File: src/hdl/mbm_pkg.sv
// Types, constants and fixed-point helpers of the Mandelbrot membership block
package mbm_pkg;

  localparam int FRAC_BITS  = 44;
  localparam int COORD_BITS = 12;
  localparam int VAL_W      = FRAC_BITS + 4;   // Q4.F
  localparam int Q8_W       = FRAC_BITS + 8;   // Q8.F, signed
  localparam int DIM_W      = COORD_BITS + 1;
  localparam int D_W        = COORD_BITS + 2;  // signed pixel offset
  localparam int ITER_W     = 16;
  localparam int HALF_W     = (Q8_W + 1) / 2;  // multiplier operand slice
  localparam int PROD_W     = 2 * Q8_W;
  localparam int APB_DW     = 64;
  localparam int ADDR_W     = 6;
  localparam int REG_IDX_W  = 3;

  // Register indexes, at byte address 8*index
  localparam logic [REG_IDX_W-1:0] REG_CENTER_X   = REG_IDX_W'(0);
  localparam logic [REG_IDX_W-1:0] REG_CENTER_Y   = REG_IDX_W'(1);
  localparam logic [REG_IDX_W-1:0] REG_PIXEL_STEP = REG_IDX_W'(2);
  localparam logic [REG_IDX_W-1:0] REG_WIDTH      = REG_IDX_W'(3);
  localparam logic [REG_IDX_W-1:0] REG_HEIGHT     = REG_IDX_W'(4);
  localparam logic [REG_IDX_W-1:0] REG_ITER_LIMIT = REG_IDX_W'(5);

  // Reset values
  localparam logic [FRAC_BITS-1:0] STEP_RESET   = FRAC_BITS'(64'd78187493530);
  localparam logic [DIM_W-1:0]     WIDTH_RESET  = DIM_W'(640);
  localparam logic [DIM_W-1:0]     HEIGHT_RESET = DIM_W'(480);
  localparam logic [ITER_W-1:0]    LIMIT_RESET  = ITER_W'(1000);

  // Fixed-point constants in Q8.F
  localparam logic signed [Q8_W-1:0] LIM8 = {1'b0, {(Q8_W-1){1'b1}}};
  localparam logic signed [Q8_W-1:0] NLIM8 = -LIM8;
  localparam logic signed [Q8_W:0]   LIM8_X = {2'b00, {(Q8_W-1){1'b1}}};
  localparam logic signed [Q8_W:0]   NLIM8_X = -LIM8_X;
  localparam logic signed [Q8_W-1:0] ONE_FX =
    {{(Q8_W-FRAC_BITS-1){1'b0}}, 1'b1, {FRAC_BITS{1'b0}}};
  localparam logic signed [Q8_W-1:0] QUARTER_FX   = ONE_FX >>> 2;
  localparam logic signed [Q8_W-1:0] SIXTEENTH_FX = ONE_FX >>> 4;
  localparam logic signed [Q8_W-1:0] TWO_FX       = ONE_FX <<< 1;
  localparam logic signed [Q8_W-1:0] NTWO_FX      = -TWO_FX;
  localparam logic signed [Q8_W-1:0] ESCAPE_FX    = ONE_FX <<< 4;
  localparam logic signed [Q8_W-1:0] Q4_HI =
    {{(Q8_W-VAL_W+1){1'b0}}, {(VAL_W-1){1'b1}}};
  localparam logic signed [Q8_W-1:0] Q4_LO =
    {{(Q8_W-VAL_W+1){1'b1}}, {(VAL_W-1){1'b0}}};

  typedef struct packed {
    logic [COORD_BITS-1:0] col;
    logic [COORD_BITS-1:0] row;
  } pix_t;

  typedef struct packed {
    logic [COORD_BITS-1:0] out_col;
    logic [COORD_BITS-1:0] out_row;
    logic                  member;
  } res_t;

  // Request to and answer from the shared multiplier
  typedef struct packed {
    logic                   start;
    logic                   shift_frac;  // 1: shift by F, 0: shift by 1
    logic signed [Q8_W-1:0] a;
    logic signed [Q8_W-1:0] b;
  } mul_req_t;

  typedef struct packed {
    logic                   done;
    logic signed [Q8_W-1:0] res;
  } mul_rsp_t;

  // Add with saturation to the Q8.F magnitude limit
  function automatic logic signed [Q8_W-1:0] sat_add(input logic signed [Q8_W-1:0] a,
                                                     input logic signed [Q8_W-1:0] b);
    logic signed [Q8_W:0] s;
    s = {a[Q8_W-1], a} + {b[Q8_W-1], b};
    if (s > LIM8_X) begin
      return LIM8;
    end else if (s < NLIM8_X) begin
      return NLIM8;
    end
    return s[Q8_W-1:0];
  endfunction

  // Clamp a Q8.F value to the Q4.F range
  function automatic logic signed [VAL_W-1:0] q4_clamp(input logic signed [Q8_W-1:0] v);
    if (v > Q4_HI) begin
      return Q4_HI[VAL_W-1:0];
    end else if (v < Q4_LO) begin
      return Q4_LO[VAL_W-1:0];
    end
    return v[VAL_W-1:0];
  endfunction

  // Magnitude of a signed Q8.F value
  function automatic logic [Q8_W-1:0] mag(input logic signed [Q8_W-1:0] v);
    return v[Q8_W-1] ? (Q8_W'(0) - v) : v;
  endfunction

endpackage

File: src/hdl/mbm_mul.sv
// Multi-cycle signed multiplier with shift and saturation, built on one slice multiplier
module mbm_mul import mbm_pkg::*; (
  input  logic     clk,
  input  logic     rst,
  input  mul_req_t req,
  output mul_rsp_t rsp
);

  typedef enum logic [3:0] {
    M_IDLE = 4'b0001,
    M_MAG  = 4'b0010,
    M_PP   = 4'b0100,
    M_FIN  = 4'b1000
  } mul_state_t;

  mul_state_t              mstate;
  logic signed [Q8_W-1:0]  ra, rb;
  logic                    sel;
  logic [Q8_W-1:0]         ua, ub;
  logic                    neg;
  logic [PROD_W-1:0]       acc;
  logic [1:0]              k;
  logic                    done;
  logic signed [Q8_W-1:0]  res;

  logic [2*HALF_W-1:0]     ua_ext, ub_ext;
  logic [HALF_W-1:0]       a_part, b_part;
  logic [2*HALF_W-1:0]     pp;
  logic [PROD_W-1:0]       pp_ext, pp_sh;
  logic [PROD_W-1:0]       shifted;
  logic [Q8_W-1:0]         r_mag;

  // Pick operand slices for this partial product
  always_comb begin
    ua_ext = {{(2*HALF_W-Q8_W){1'b0}}, ua};
    ub_ext = {{(2*HALF_W-Q8_W){1'b0}}, ub};
    a_part = k[1] ? ua_ext[2*HALF_W-1:HALF_W] : ua_ext[HALF_W-1:0];
    b_part = k[0] ? ub_ext[2*HALF_W-1:HALF_W] : ub_ext[HALF_W-1:0];
    pp     = (2*HALF_W)'(a_part) * (2*HALF_W)'(b_part);
    pp_ext = PROD_W'(pp);
    case (k)
      2'd0:    pp_sh = pp_ext;
      2'd3:    pp_sh = pp_ext << (2 * HALF_W);
      default: pp_sh = pp_ext << HALF_W;
    endcase
  end

  // Shift the exact product and saturate its magnitude
  always_comb begin
    shifted = sel ? (acc >> FRAC_BITS) : (acc >> 1);
    if (shifted > PROD_W'(LIM8)) begin
      r_mag = LIM8;
    end else begin
      r_mag = shifted[Q8_W-1:0];
    end
  end

  // Sequence the unit
  always_ff @(posedge clk) begin
    if (rst) begin
      mstate <= M_IDLE;
      done   <= 1'b0;
    end else begin
      done <= 1'b0;
      case (mstate)
        M_IDLE: begin
          if (req.start) mstate <= M_MAG;
        end
        M_MAG:  mstate <= M_PP;
        M_PP: begin
          if (k == 2'd3) mstate <= M_FIN;
        end
        M_FIN: begin
          mstate <= M_IDLE;
          done   <= 1'b1;
        end
        default: mstate <= M_IDLE;
      endcase
    end
  end

  // Capture operands, accumulate partial products, form the result
  always_ff @(posedge clk) begin
    case (mstate)
      M_IDLE: begin
        if (req.start) begin
          ra  <= req.a;
          rb  <= req.b;
          sel <= req.shift_frac;
        end
      end
      M_MAG: begin
        ua  <= mag(ra);
        ub  <= mag(rb);
        neg <= ra[Q8_W-1] ^ rb[Q8_W-1];
        acc <= '0;
        k   <= 2'd0;
      end
      M_PP: begin
        acc <= acc + pp_sh;
        k   <= k + 2'd1;
      end
      M_FIN: begin
        res <= neg ? (Q8_W'(0) - r_mag) : r_mag;
      end
      default: ;
    endcase
  end

  assign rsp.done = done;
  assign rsp.res  = res;

endmodule

File: src/hdl/mandelbrot_pixel_membership.sv
// Top level: pixel-to-plane mapping, early tests and escape-time loop on one shared multiplier
//
//   channel  direction  handshake              word
//   pix      in         pix_valid / pix_ready  col, row
//   res      out        res_valid / res_ready  out_col, out_row, member
//   apb      in/out     psel, penable, pready  64-bit registers at 8*index
//
// Every product goes through one multi-cycle multiplier (four 26x26 slice
// products). A pixel runs setup and early tests, then up to limit rounds of
// z = z^2 + c; early decisions finish sooner. One pixel is in work at a time.
// Reset (synchronous) loads the register defaults; no clearing pass.
// The result waits in an output register, so the next pixel is taken while a
// result stalls; a finished pixel holds until that register is free.
module mandelbrot_pixel_membership import mbm_pkg::*; (
  input  logic              clk,
  input  logic              rst,
  input  logic              pix_valid,
  output logic              pix_ready,
  input  pix_t              pix,
  output logic              res_valid,
  input  logic              res_ready,
  output res_t              res,
  input  logic              psel,
  input  logic              penable,
  input  logic              pwrite,
  input  logic [ADDR_W-1:0] paddr,
  input  logic [APB_DW-1:0] pwdata,
  output logic [APB_DW-1:0] prdata,
  output logic              pready
);

  typedef enum logic [14:0] {
    S_IDLE = 15'h0001,
    S_MX   = 15'h0002,
    S_MY   = 15'h0004,
    S_MXY  = 15'h0008,
    S_MT1  = 15'h0010,
    S_MYY  = 15'h0020,
    S_MT2  = 15'h0040,
    S_MXX  = 15'h0080,
    S_LCHK = 15'h0100,
    S_MZP  = 15'h0200,
    S_UPD1 = 15'h0400,
    S_UPD2 = 15'h0800,
    S_MZR  = 15'h1000,
    S_MZI  = 15'h2000,
    S_FIN  = 15'h4000
  } state_t;

  // Configuration registers
  logic signed [VAL_W-1:0] center_x, center_y;
  logic [FRAC_BITS-1:0]    pixel_step;
  logic [DIM_W-1:0]        image_width, image_height;
  logic [ITER_W-1:0]       iteration_limit;

  // Sequencer and working registers
  state_t                  state, state_next;
  logic                    go, go_next;
  logic                    member_r, member_next;
  logic [COORD_BITS-1:0]   col_r, row_r;
  logic signed [D_W-1:0]   dx, dy;
  logic signed [VAL_W-1:0] x, y;
  logic signed [Q8_W-1:0]  tt, yy, zr, zi, zr2, zi2, pr;
  logic [ITER_W-1:0]       iter;

  logic [REG_IDX_W-1:0]    reg_idx;
  logic                    wr_en;
  logic                    out_load;

  mul_req_t                mreq;
  mul_rsp_t                mrsp;

  logic signed [Q8_W-1:0]  x_ext, y_ext, t1, t2, step_ext, dx_ext, dy_ext;
  logic signed [Q8_W-1:0]  chk_op, sum_chk, ctr_op;
  logic signed [VAL_W-1:0] coord_new;
  logic                    is_mul_next;

  // Configuration port
  assign pready  = 1'b1;
  assign reg_idx = paddr[ADDR_W-1:3];
  assign wr_en   = psel & penable & pwrite;

  always_ff @(posedge clk) begin
    if (rst) begin
      center_x        <= '0;
      center_y        <= '0;
      pixel_step      <= STEP_RESET;
      image_width     <= WIDTH_RESET;
      image_height    <= HEIGHT_RESET;
      iteration_limit <= LIMIT_RESET;
    end else if (wr_en) begin
      case (reg_idx)
        REG_CENTER_X:   center_x        <= pwdata[VAL_W-1:0];
        REG_CENTER_Y:   center_y        <= pwdata[VAL_W-1:0];
        REG_PIXEL_STEP: pixel_step      <= pwdata[FRAC_BITS-1:0];
        REG_WIDTH:      image_width     <= pwdata[DIM_W-1:0];
        REG_HEIGHT:     image_height    <= pwdata[DIM_W-1:0];
        REG_ITER_LIMIT: iteration_limit <= pwdata[ITER_W-1:0];
        default: ;
      endcase
    end
  end

  always_comb begin
    case (reg_idx)
      REG_CENTER_X:   prdata = {{(APB_DW-VAL_W){1'b0}}, center_x};
      REG_CENTER_Y:   prdata = {{(APB_DW-VAL_W){1'b0}}, center_y};
      REG_PIXEL_STEP: prdata = {{(APB_DW-FRAC_BITS){1'b0}}, pixel_step};
      REG_WIDTH:      prdata = {{(APB_DW-DIM_W){1'b0}}, image_width};
      REG_HEIGHT:     prdata = {{(APB_DW-DIM_W){1'b0}}, image_height};
      REG_ITER_LIMIT: prdata = {{(APB_DW-ITER_W){1'b0}}, iteration_limit};
      default:        prdata = '0;
    endcase
  end

  // Operand forms
  assign x_ext    = {{(Q8_W-VAL_W){x[VAL_W-1]}}, x};
  assign y_ext    = {{(Q8_W-VAL_W){y[VAL_W-1]}}, y};
  assign t1       = sat_add(x_ext, QUARTER_FX);
  assign t2       = sat_add(x_ext, ONE_FX);
  assign step_ext = {{(Q8_W-FRAC_BITS){1'b0}}, pixel_step};
  assign dx_ext   = {{(Q8_W-D_W){dx[D_W-1]}}, dx};
  assign dy_ext   = {{(Q8_W-D_W){dy[D_W-1]}}, dy};

  // Route operands to the shared multiplier
  always_comb begin
    mreq.start      = go;
    mreq.shift_frac = 1'b1;
    mreq.a          = x_ext;
    mreq.b          = x_ext;
    case (state)
      S_MX: begin
        mreq.shift_frac = 1'b0;
        mreq.a          = step_ext;
        mreq.b          = dx_ext;
      end
      S_MY: begin
        mreq.shift_frac = 1'b0;
        mreq.a          = step_ext;
        mreq.b          = dy_ext;
      end
      S_MXY: mreq.b = y_ext;
      S_MT1: begin
        mreq.a = t1;
        mreq.b = t1;
      end
      S_MYY: begin
        mreq.a = y_ext;
        mreq.b = y_ext;
      end
      S_MT2: begin
        mreq.a = t2;
        mreq.b = t2;
      end
      S_MZP: begin
        mreq.a = zr;
        mreq.b = zi;
      end
      S_MZR: begin
        mreq.a = zr;
        mreq.b = zr;
      end
      S_MZI: begin
        mreq.a = zi;
        mreq.b = zi;
      end
      default: ;
    endcase
  end

  mbm_mul u_mul (
    .clk (clk),
    .rst (rst),
    .req (mreq),
    .rsp (mrsp)
  );

  // Shared check sum and coordinate update
  always_comb begin
    case (state)
      S_MYY:   chk_op = tt;
      S_MT2:   chk_op = yy;
      default: chk_op = zr2;
    endcase
    sum_chk   = sat_add(chk_op, mrsp.res);
    ctr_op    = (state == S_MY) ? {{(Q8_W-VAL_W){center_y[VAL_W-1]}}, center_y}
                                : {{(Q8_W-VAL_W){center_x[VAL_W-1]}}, center_x};
    coord_new = q4_clamp(sat_add(ctr_op, mrsp.res));
  end

  assign out_load = (state == S_FIN) && (!res_valid || res_ready);

  // Next state and decision
  always_comb begin
    state_next  = state;
    member_next = member_r;
    case (state)
      S_IDLE: begin
        if (pix_valid) state_next = S_MX;
      end
      S_MX: begin
        if (mrsp.done) state_next = S_MY;
      end
      S_MY: begin
        if (mrsp.done) state_next = S_MXY;
      end
      S_MXY: begin
        if (mrsp.done) begin
          if ((mrsp.res > TWO_FX) || (mrsp.res < NTWO_FX)) begin
            member_next = 1'b0;
            state_next  = S_FIN;
          end else begin
            state_next = S_MT1;
          end
        end
      end
      S_MT1: begin
        if (mrsp.done) state_next = S_MYY;
      end
      S_MYY: begin
        if (mrsp.done) begin
          if (sum_chk < QUARTER_FX) begin
            member_next = 1'b1;
            state_next  = S_FIN;
          end else begin
            state_next = S_MT2;
          end
        end
      end
      S_MT2: begin
        if (mrsp.done) begin
          if (sum_chk < SIXTEENTH_FX) begin
            member_next = 1'b1;
            state_next  = S_FIN;
          end else begin
            state_next = S_MXX;
          end
        end
      end
      S_MXX: begin
        if (mrsp.done) state_next = S_LCHK;
      end
      S_LCHK: begin
        if (iter < iteration_limit) begin
          state_next = S_MZP;
        end else begin
          member_next = 1'b1;
          state_next  = S_FIN;
        end
      end
      S_MZP: begin
        if (mrsp.done) state_next = S_UPD1;
      end
      S_UPD1: state_next = S_UPD2;
      S_UPD2: state_next = S_MZR;
      S_MZR: begin
        if (mrsp.done) state_next = S_MZI;
      end
      S_MZI: begin
        if (mrsp.done) begin
          if (sum_chk > ESCAPE_FX) begin
            member_next = 1'b0;
            state_next  = S_FIN;
          end else begin
            state_next = S_LCHK;
          end
        end
      end
      S_FIN: begin
        if (out_load) state_next = S_IDLE;
      end
      default: state_next = S_IDLE;
    endcase
  end

  // Issue a multiply on entry to a multiply state
  always_comb begin
    is_mul_next = state_next inside {S_MX, S_MY, S_MXY, S_MT1, S_MYY, S_MT2, S_MXX,
                                     S_MZP, S_MZR, S_MZI};
    go_next     = is_mul_next && (state_next != state);
  end

  assign pix_ready = (state == S_IDLE);

  always_ff @(posedge clk) begin
    if (rst) begin
      state     <= S_IDLE;
      go        <= 1'b0;
      res_valid <= 1'b0;
    end else begin
      state <= state_next;
      go    <= go_next;
      if (out_load) begin
        res_valid <= 1'b1;
      end else if (res_ready) begin
        res_valid <= 1'b0;
      end
    end
  end

  // Working registers
  always_ff @(posedge clk) begin
    member_r <= member_next;
    if (out_load) begin
      res.out_col <= col_r;
      res.out_row <= row_r;
      res.member  <= member_r;
    end
    case (state)
      S_IDLE: begin
        if (pix_valid) begin
          col_r <= pix.col;
          row_r <= pix.row;
          dx    <= {1'b0, pix.col, 1'b0} - {1'b0, image_width};
          dy    <= {1'b0, image_height} - {1'b0, pix.row, 1'b0};
        end
      end
      S_MX: begin
        if (mrsp.done) x <= coord_new;
      end
      S_MY: begin
        if (mrsp.done) y <= coord_new;
      end
      S_MT1: begin
        if (mrsp.done) tt <= mrsp.res;
      end
      S_MYY: begin
        if (mrsp.done) yy <= mrsp.res;
      end
      S_MXX: begin
        if (mrsp.done) begin
          zr2  <= mrsp.res;
          zi2  <= yy;
          zr   <= x_ext;
          zi   <= y_ext;
          iter <= '0;
        end
      end
      S_MZP: begin
        if (mrsp.done) pr <= mrsp.res;
      end
      // Real part difference and doubled cross term
      S_UPD1: begin
        zr2 <= sat_add(zr2, Q8_W'(0) - zi2);
        pr  <= sat_add(pr, pr);
      end
      // Add c to form the new z
      S_UPD2: begin
        zr <= sat_add(zr2, x_ext);
        zi <= sat_add(pr, y_ext);
      end
      S_MZR: begin
        if (mrsp.done) zr2 <= mrsp.res;
      end
      S_MZI: begin
        if (mrsp.done) begin
          zi2  <= mrsp.res;
          iter <= iter + ITER_W'(1);
        end
      end
      default: ;
    endcase
  end

endmodule

File: config.mk
export PLATFORM = sky130hd
export DESIGN_NAME = mandelbrot_pixel_membership
export DESIGN_NICKNAME = d
export VERILOG_FILES = /design/src/hdl/mbm_pkg.sv /design/src/hdl/mbm_mul.sv /design/src/hdl/mandelbrot_pixel_membership.sv
export SDC_FILE = /design/constraint.sdc
export NUM_CORES = 2
export LEC_CHECK = 0
export BUFFER_PORTS_ARGS = -buffer_cell sky130_fd_sc_hd__buf_4
export CAP_MARGIN = 20
export CELL_PAD_IN_SITES_DETAIL_PLACEMENT = 1
export CELL_PAD_IN_SITES_GLOBAL_PLACEMENT = 1
export CORE_ASPECT_RATIO = 0.7
export CORE_MARGIN = 5
export CORE_UTILIZATION = 28
export DETAILED_ROUTE_END_ITERATION = 16
export HOLD_SLACK_MARGIN = 0.05
export PLACE_DENSITY = 0.58
export SYNTH_ARGS = -nofsm -noshare
export SYNTH_HDL_FRONTEND = slang
export SYNTH_SLANG_ARGS = --single-unit
File: constraint.sdc
create_clock -name clk -period 29.3 [get_ports clk]
set_clock_uncertainty 0.15 [all_clocks]
set_input_delay 2.93 -clock clk [delete_from_list [all_inputs] [get_ports clk]]
set_output_delay 2.93 -clock clk [all_outputs]
set_load 0.05 [all_outputs]
Word level (Yosys, flattened, before mapping):

Cells that the tools add are included.

* register bits after elaboration: 1126

* eq/ne operators: 50
* multiplexer cells: 111
* bitwise logic cells: 3
* reduce and logical (&&, ||, !) cells: 38
* add/sub/neg operators: 17
* multipliers: 1
* order comparisons: 25

Operator list (number)
* 52-bit 2-to-1 mux: 31
* 52-bit case mux with 2 select lines: 6
* 104-bit case mux with 2 select lines: 2
* 52-bit case mux with 7 select lines: 1
* 53-bit by 52-bit > comparator with 1-bit output (second input constant): 6
* 53-bit by 52-bit less-than comparator with 1-bit output (second input constant): 6
* 52-bit case mux with 6 select lines: 1
* 48-bit case mux with 6 select lines: 1
* 15-bit 2-to-1 mux: 17
* 15-bit case mux with 15 select lines: 1
* 52-bit by 52-bit adder with 53-bit output: 4
* 1-bit by 52-bit subtractor with 52-bit output (first input constant): 4
* 48-bit 2-to-1 mux: 3
* 52-bit by 48-bit adder with 53-bit output: 2
* 104-bit adder: 1
* 104-bit by 51-bit > comparator with 1-bit output (second input constant): 1
* 49-bit by 52-bit > comparator with 1-bit output (second input constant): 2
* 49-bit by 52-bit less-than comparator with 1-bit output (second input constant): 2
* 103-bit 2-to-1 mux: 1
* 51-bit 2-to-1 mux: 2
* 52-bit by 47-bit > comparator with 1-bit output (second input constant): 1
* 52-bit by 48-bit > comparator with 1-bit output (second input constant): 1
* 52-bit by 50-bit > comparator with 1-bit output (second input constant): 1
* 52-bit by 42-bit less-than comparator with 1-bit output (second input constant): 1
* other kinds (58): 147

Depth between registers and ports, before layout:

* depth after elaboration: 14
* mapped depth: 46
* gate-level depth less buffers: 43

Hierarchy:

From an unflattened synthesis, not the netlist that was laid out.

* cell total of the unflattened synthesis: 11276
* area, all modules: 99653.1 sq um

Modules (own cells, without submodules)
* mandelbrot_pixel_membership: cells an instance 6320, area an instance 53801.6 sq um, instances 1
* mbm_mul: cells an instance 4956, area an instance 45851.5 sq um, instances 1

Worst setup path after synthesis:

No wires, ideal clock.

* kind: register to register
* from: register u_mul.mstate[1]
* to: register u_mul.acc[0], enable pin
* path buffers: 0
* arrival: 13680 ps
* data required time: 28730 ps
* slack: 15050 ps
* library setup time: 420 ps
* period minus slack after synthesis: 14250 ps
* stages on the path, launching flop included: 3
* cells stage by stage: dfxtp_1 > nor4b_1 > or2_2

* longest elaborated chain between the ends: 2

RTL lines
* from (decl): RTL line mbm_mul.sv:16 `mul_state_t mstate;`
* from (signal assigned): RTL line mbm_mul.sv:61 `mstate <= M_IDLE;`
* from (signal assigned): RTL line mbm_mul.sv:67 `if (req.start) mstate <= M_MAG;`
* from (signal assigned): RTL line mbm_mul.sv:69 `M_MAG: mstate <= M_PP;`
* 4-bit by 2-bit == test with 1-bit output / 4-bit by 3-bit == test with 1-bit output (equally long branches): RTL line mbm_mul.sv:84 `case (mstate)`
* 2-bit nonzero test (no line) (*)
* to (signal assigned): RTL line mbm_mul.sv:100 `acc <= acc + pp_sh;`
* to (decl): RTL line mbm_mul.sv:21 `logic [PROD_W-1:0] acc;`

Every way passes the cells marked *; elsewhere a longest branch is shown, timed or not.
A chain may end at the register's enable or synchronous reset.

Final worst setup path:

* from: register u_mul.k[1]
* to: register u_mul.acc[103] (data pin)

* longest elaborated chain between the ends: 5

RTL lines
* from (decl): RTL line mbm_mul.sv:22 `logic [1:0] k;`
* from (signal assigned): RTL line mbm_mul.sv:101 `k <= k + 2'd1;`
* 26-bit 2-to-1 mux: RTL line mbm_mul.sv:37 `a_part = k[1] ? ua_ext[2*HALF_W-1:HALF_W] : ua_ext[HALF_W-1:0];`
* 26-bit by 26-bit multiplier with 52-bit output: RTL line mbm_mul.sv:39 `pp = (2*HALF_W)'(a_part) * (2*HALF_W)'(b_part);`
* 104-bit case mux with 2 select lines (*): RTL line mbm_mul.sv:41 `case (k)`
* 104-bit adder (*): RTL line mbm_mul.sv:100
* 104-bit case mux with 2 select lines (*): RTL line mbm_mul.sv:84

Marks and branches as above.

==> summary.txt <==
Critical path
  • Kind of end point of the critical path: register
  • Worst R2R Start: u_mul.k[1]
  • Worst R2R Setup Slack: roughly 14000 ps
  • Crit path max fanout: 54
  • R2R depth: 44
  • Stage delay of the slowest cell on the critical path: roughly 970 ps
  • Critical setup path kind: reg2reg
  • Crit. Startpoint: u_mul.k[1]
  • Standard cell with the maximum stage delay on the critical path: mux2i_2
  • Required time at the worst-slack endpoint: 29640 ps
  • Reg-to-reg critical path endpoint: u_mul.acc[103]
  • Endpoint arrival time on the critical path: ~16000 ps
  • Most common cell on crit path: fa_1
  • Crit start category: register

Finish
  • Number of nets in the layout: around 12000
  • Area Overhead vs Synth: 11.23%
  • Commonest cells after routing, fill and taps aside: nand2_1 (1563), edfxtp_1 (922), nor2_1 (871)
  • Most common cell after layout, fill and taps aside: nand2_1
  • Post-route standard cell area excluding fillers: roughly 110000 um^2
  • Fraction of final layout cells sized beyond drive strength 1: 0.08700
  • Filler Cells Inserted: 39930

Clocking
  • Number of buffers inserted during clock tree synthesis: ~120
  • Clock latency on the worst-skew pair: roughly 800 ps
  • Clock tree from TritonCTS: done
  • Total setup buffers inserted after CTS: 0
  • Sinks on Clock Net: between 1000 and 1500
  • CTS Root Buffer Type: clkbuf_16
  • Number of buffers on the longest clock path: 3
  • CTS H-tree lvls: 3
  • Hold-fix buffer count after cts: 0
  • Post-cts repair resize count: 0
  • Clock Pin Slew Worst Setup and Hold Paths: 80 ps

Placement
  • Last weighted congestion value of the routability-driven placer: 1.002
  • Number of port buffers: between 150 and 200
  • Placed instance area: just over 100000 um^2
  • Detail Placement HPWL: between 300000 and 400000 um

Global route
  • Largest net degree at the start of global routing: 91
  • Initial antenna violation count: 45
  • Total routing usage reported by global routing: 0.2401
  • Sum of overflow across all layers after global routing: 0
  • Vias in the first global route: about 86000
  • Global-route wire length before repair: around 630000 um

Status
  • Result of the run: complete, no violations

Drt
  • Met2 wire len: about 170000 um
  • Uppermost metal layer occupied by signal nets: met5
  • Initial drt markers: about 9600
  • Vias post-DR: 86220
  • Met3 WL post-DR: 42610 um
  • DR DRC count: 0
  • Number of routed nets with antenna violations: 0
  • Via density: about 5.7
  • Length of the first detailed-routing pass in iterations: 7
  • M1 WL: about 210000 um
  • Routed wirelength normalized by instance count: about 29 um
  • Final wirelength: approximately 450000 um

Logic synthesis
  • Yosys cell types: ~110
  • Register area share after synthesis: 0.3270
  • Gate count of the mapped netlist: about 11000
  • Share of flip-flops with an asynchronous set or reset: 0
  • Synthesized area divided by synthesized cell count: ~9.2 um^2
  • Count of state elements after synthesis: around 1100
  • Area of the mapped netlist: 97160 um^2
  • Post-synth EDFFs: 922
  • Synthesis Warnings: 0
  • Prevailing post-synth register cell: edfxtp_1

Floorplan
  • Die boundary height: 502.9 um
  • Initial core utilization: 0.2804
  • Die Width: approximately 700 um
  • Core area: 346500 um^2
  • Std-Cell Rows: roughly 180
  • IO Count: between 150 and 200
  • Die area: 359100 um^2

Timing
  • Final number of max-transition violations: 0
  • Max frequency: approximately 0.065 GHz
  • Rel. slew slack: 0.05336
  • Sum of negative setup slack: 0 ps
  • RSZ-0062 raised after global routing: false
  • Final worst path period share: 0.5227
  • Shortest period the worst path allows: 15320 ps
  • Fin. Hold Viols: 0
  • Tightest Pin Transition: 1420 ps
  • Final setup violation count: 0

Power and ir drop
  • Ratio of total power to cell area: between 70 and 80 nW/um^2
  • Leak Pwr: between 40 and 50 nW
  • Highest ir drop seen on vdd: roughly 0.17 mV

Hold path
  • Worst min-delay path endpoint: res[6]
  • HP Start: row_r[5]
  • Worst min-delay path class: reg2reg
  • Hold-critical path depth: 0

Job
  • Max-cap violations: 0
[worst max path at each step]
stage / endpoint / slack [ps] / cells past startpoint
after detailed placement: u_mul.acc[103] / 14380 / 43
final: u_mul.acc[103] / 13980 / 44
after global placement: u_mul.acc[103] / 14580 / 44
after floorplan: u_mul.acc[0] / 15050 / 2
after CTS: u_mul.acc[103] / 14230 / 44
after global routing: u_mul.acc[103] / 13400 / 43
[layer usage]
layer,up-vias,global-route usage
met4,6,0.08496
met2,3490,0.3279
met1,44500,0.3621
met3,592,0.05708
met5,-,0
li1,37630,-
[cell families (layout without fill, tap and decap cells)]
logic type               Yosys count  in the layout  synth area share
XOR/XNOR                         535            535           0.04823
AO/OA/AOI/OAI                   2506           2506            0.1706
buffers and inverters           1322           1358           0.05226
multiplexers                     321            321           0.03590
AND/OR/NAND/NOR                 3607           3607            0.1684
flip-flops                      1126           1126            0.3270
other                              2             34        0.00007729
adder cells (fa/ha/maj)         1185           1185            0.1975
[registers in the layout, summed over array words and instances, names as in the netlist, 51 cells and up, named ones only]
| signal | cells |
|---|---|
| pr | 51 |
| tt | 52 |
| u_mul.acc | 104 |
| u_mul.ra | 52 |
| u_mul.rb | 52 |
| u_mul.res | 52 |
| u_mul.ua | 52 |
| u_mul.ub | 52 |
| yy | 52 |
| zi | 52 |
| zi2 | 52 |
| zr | 52 |
| zr2 | 52 |
[layout make-up]
class | count | area (um^2) | area share
diodes | 17 | 42.54 | 0.0003936
clock buffers | 145 | 3231 | 0.02989
clock inverters | 80 | 1032 | 0.009551
inverters | 783 | 2939 | 0.02719
multi-input cells | 8171 | 60670 | 0.5614
flip-flops and latches | 1126 | 31770 | 0.2940
well taps | 4575 | 5724 | 0.05297
repair buffers | 350 | 2664 | 0.02465
[where the power goes]
part | total (mW) | switching, mW | internal, mW | leakage (nW)
Clock | 1.70 | 0.754 | 0.945 | 2.03
Sequential | 1.77 | 0.0236 | 1.74 | 9.77
Combinational | 4.83 | 3.17 | 1.66 | 31.0
Total | 8.29 | 3.95 | 4.35 | 42.8
[metrics by stage]
step	cells	hold WS, ps	total power, mW	setup slack (ps)	util
floorplan	10620	250.3	4.817	15050	-
global placement	15000	252.3	6.451	14580	0.2993
detailed placement	15000	255.7	6.478	14380	0.2993
CTS	15230	266.5	8.210	14230	0.3116
global route	15230	272.8	8.702	13400	0.3118
finish	15250	261.0	8.293	13980	0.3119
[Yosys cell counts, drive strengths merged (180+ instances only)]
library cell / n / area share
nand2: 1567 / 0.061
inv: 780 / 0.030
a21oi: 767 / 0.040
edfxtp: 922 / 0.28
fa: 582 / 0.12
ha: 602 / 0.078
xnor2: 337 / 0.030
xor2: 198 / 0.018
nor2: 880 / 0.034
clkbuf: 459 / 0.018
o21ai: 484 / 0.025
nand3: 184 / 0.0095
dfxtp: 204 / 0.042
mux2: 180 / 0.021
a21o: 229 / 0.018
[critical path, delay by kind of cell (launching register included)]
kind            cells  cell delay [ps]
buf+inv             7             1290
xor+xnor            2              420
simple gates        6             1350
fa+ha+maj           9             4110
mux                 1              970
compound gates     19             6310
flops               1              340
No activity file was read; power rests on OpenSTA's default activity.
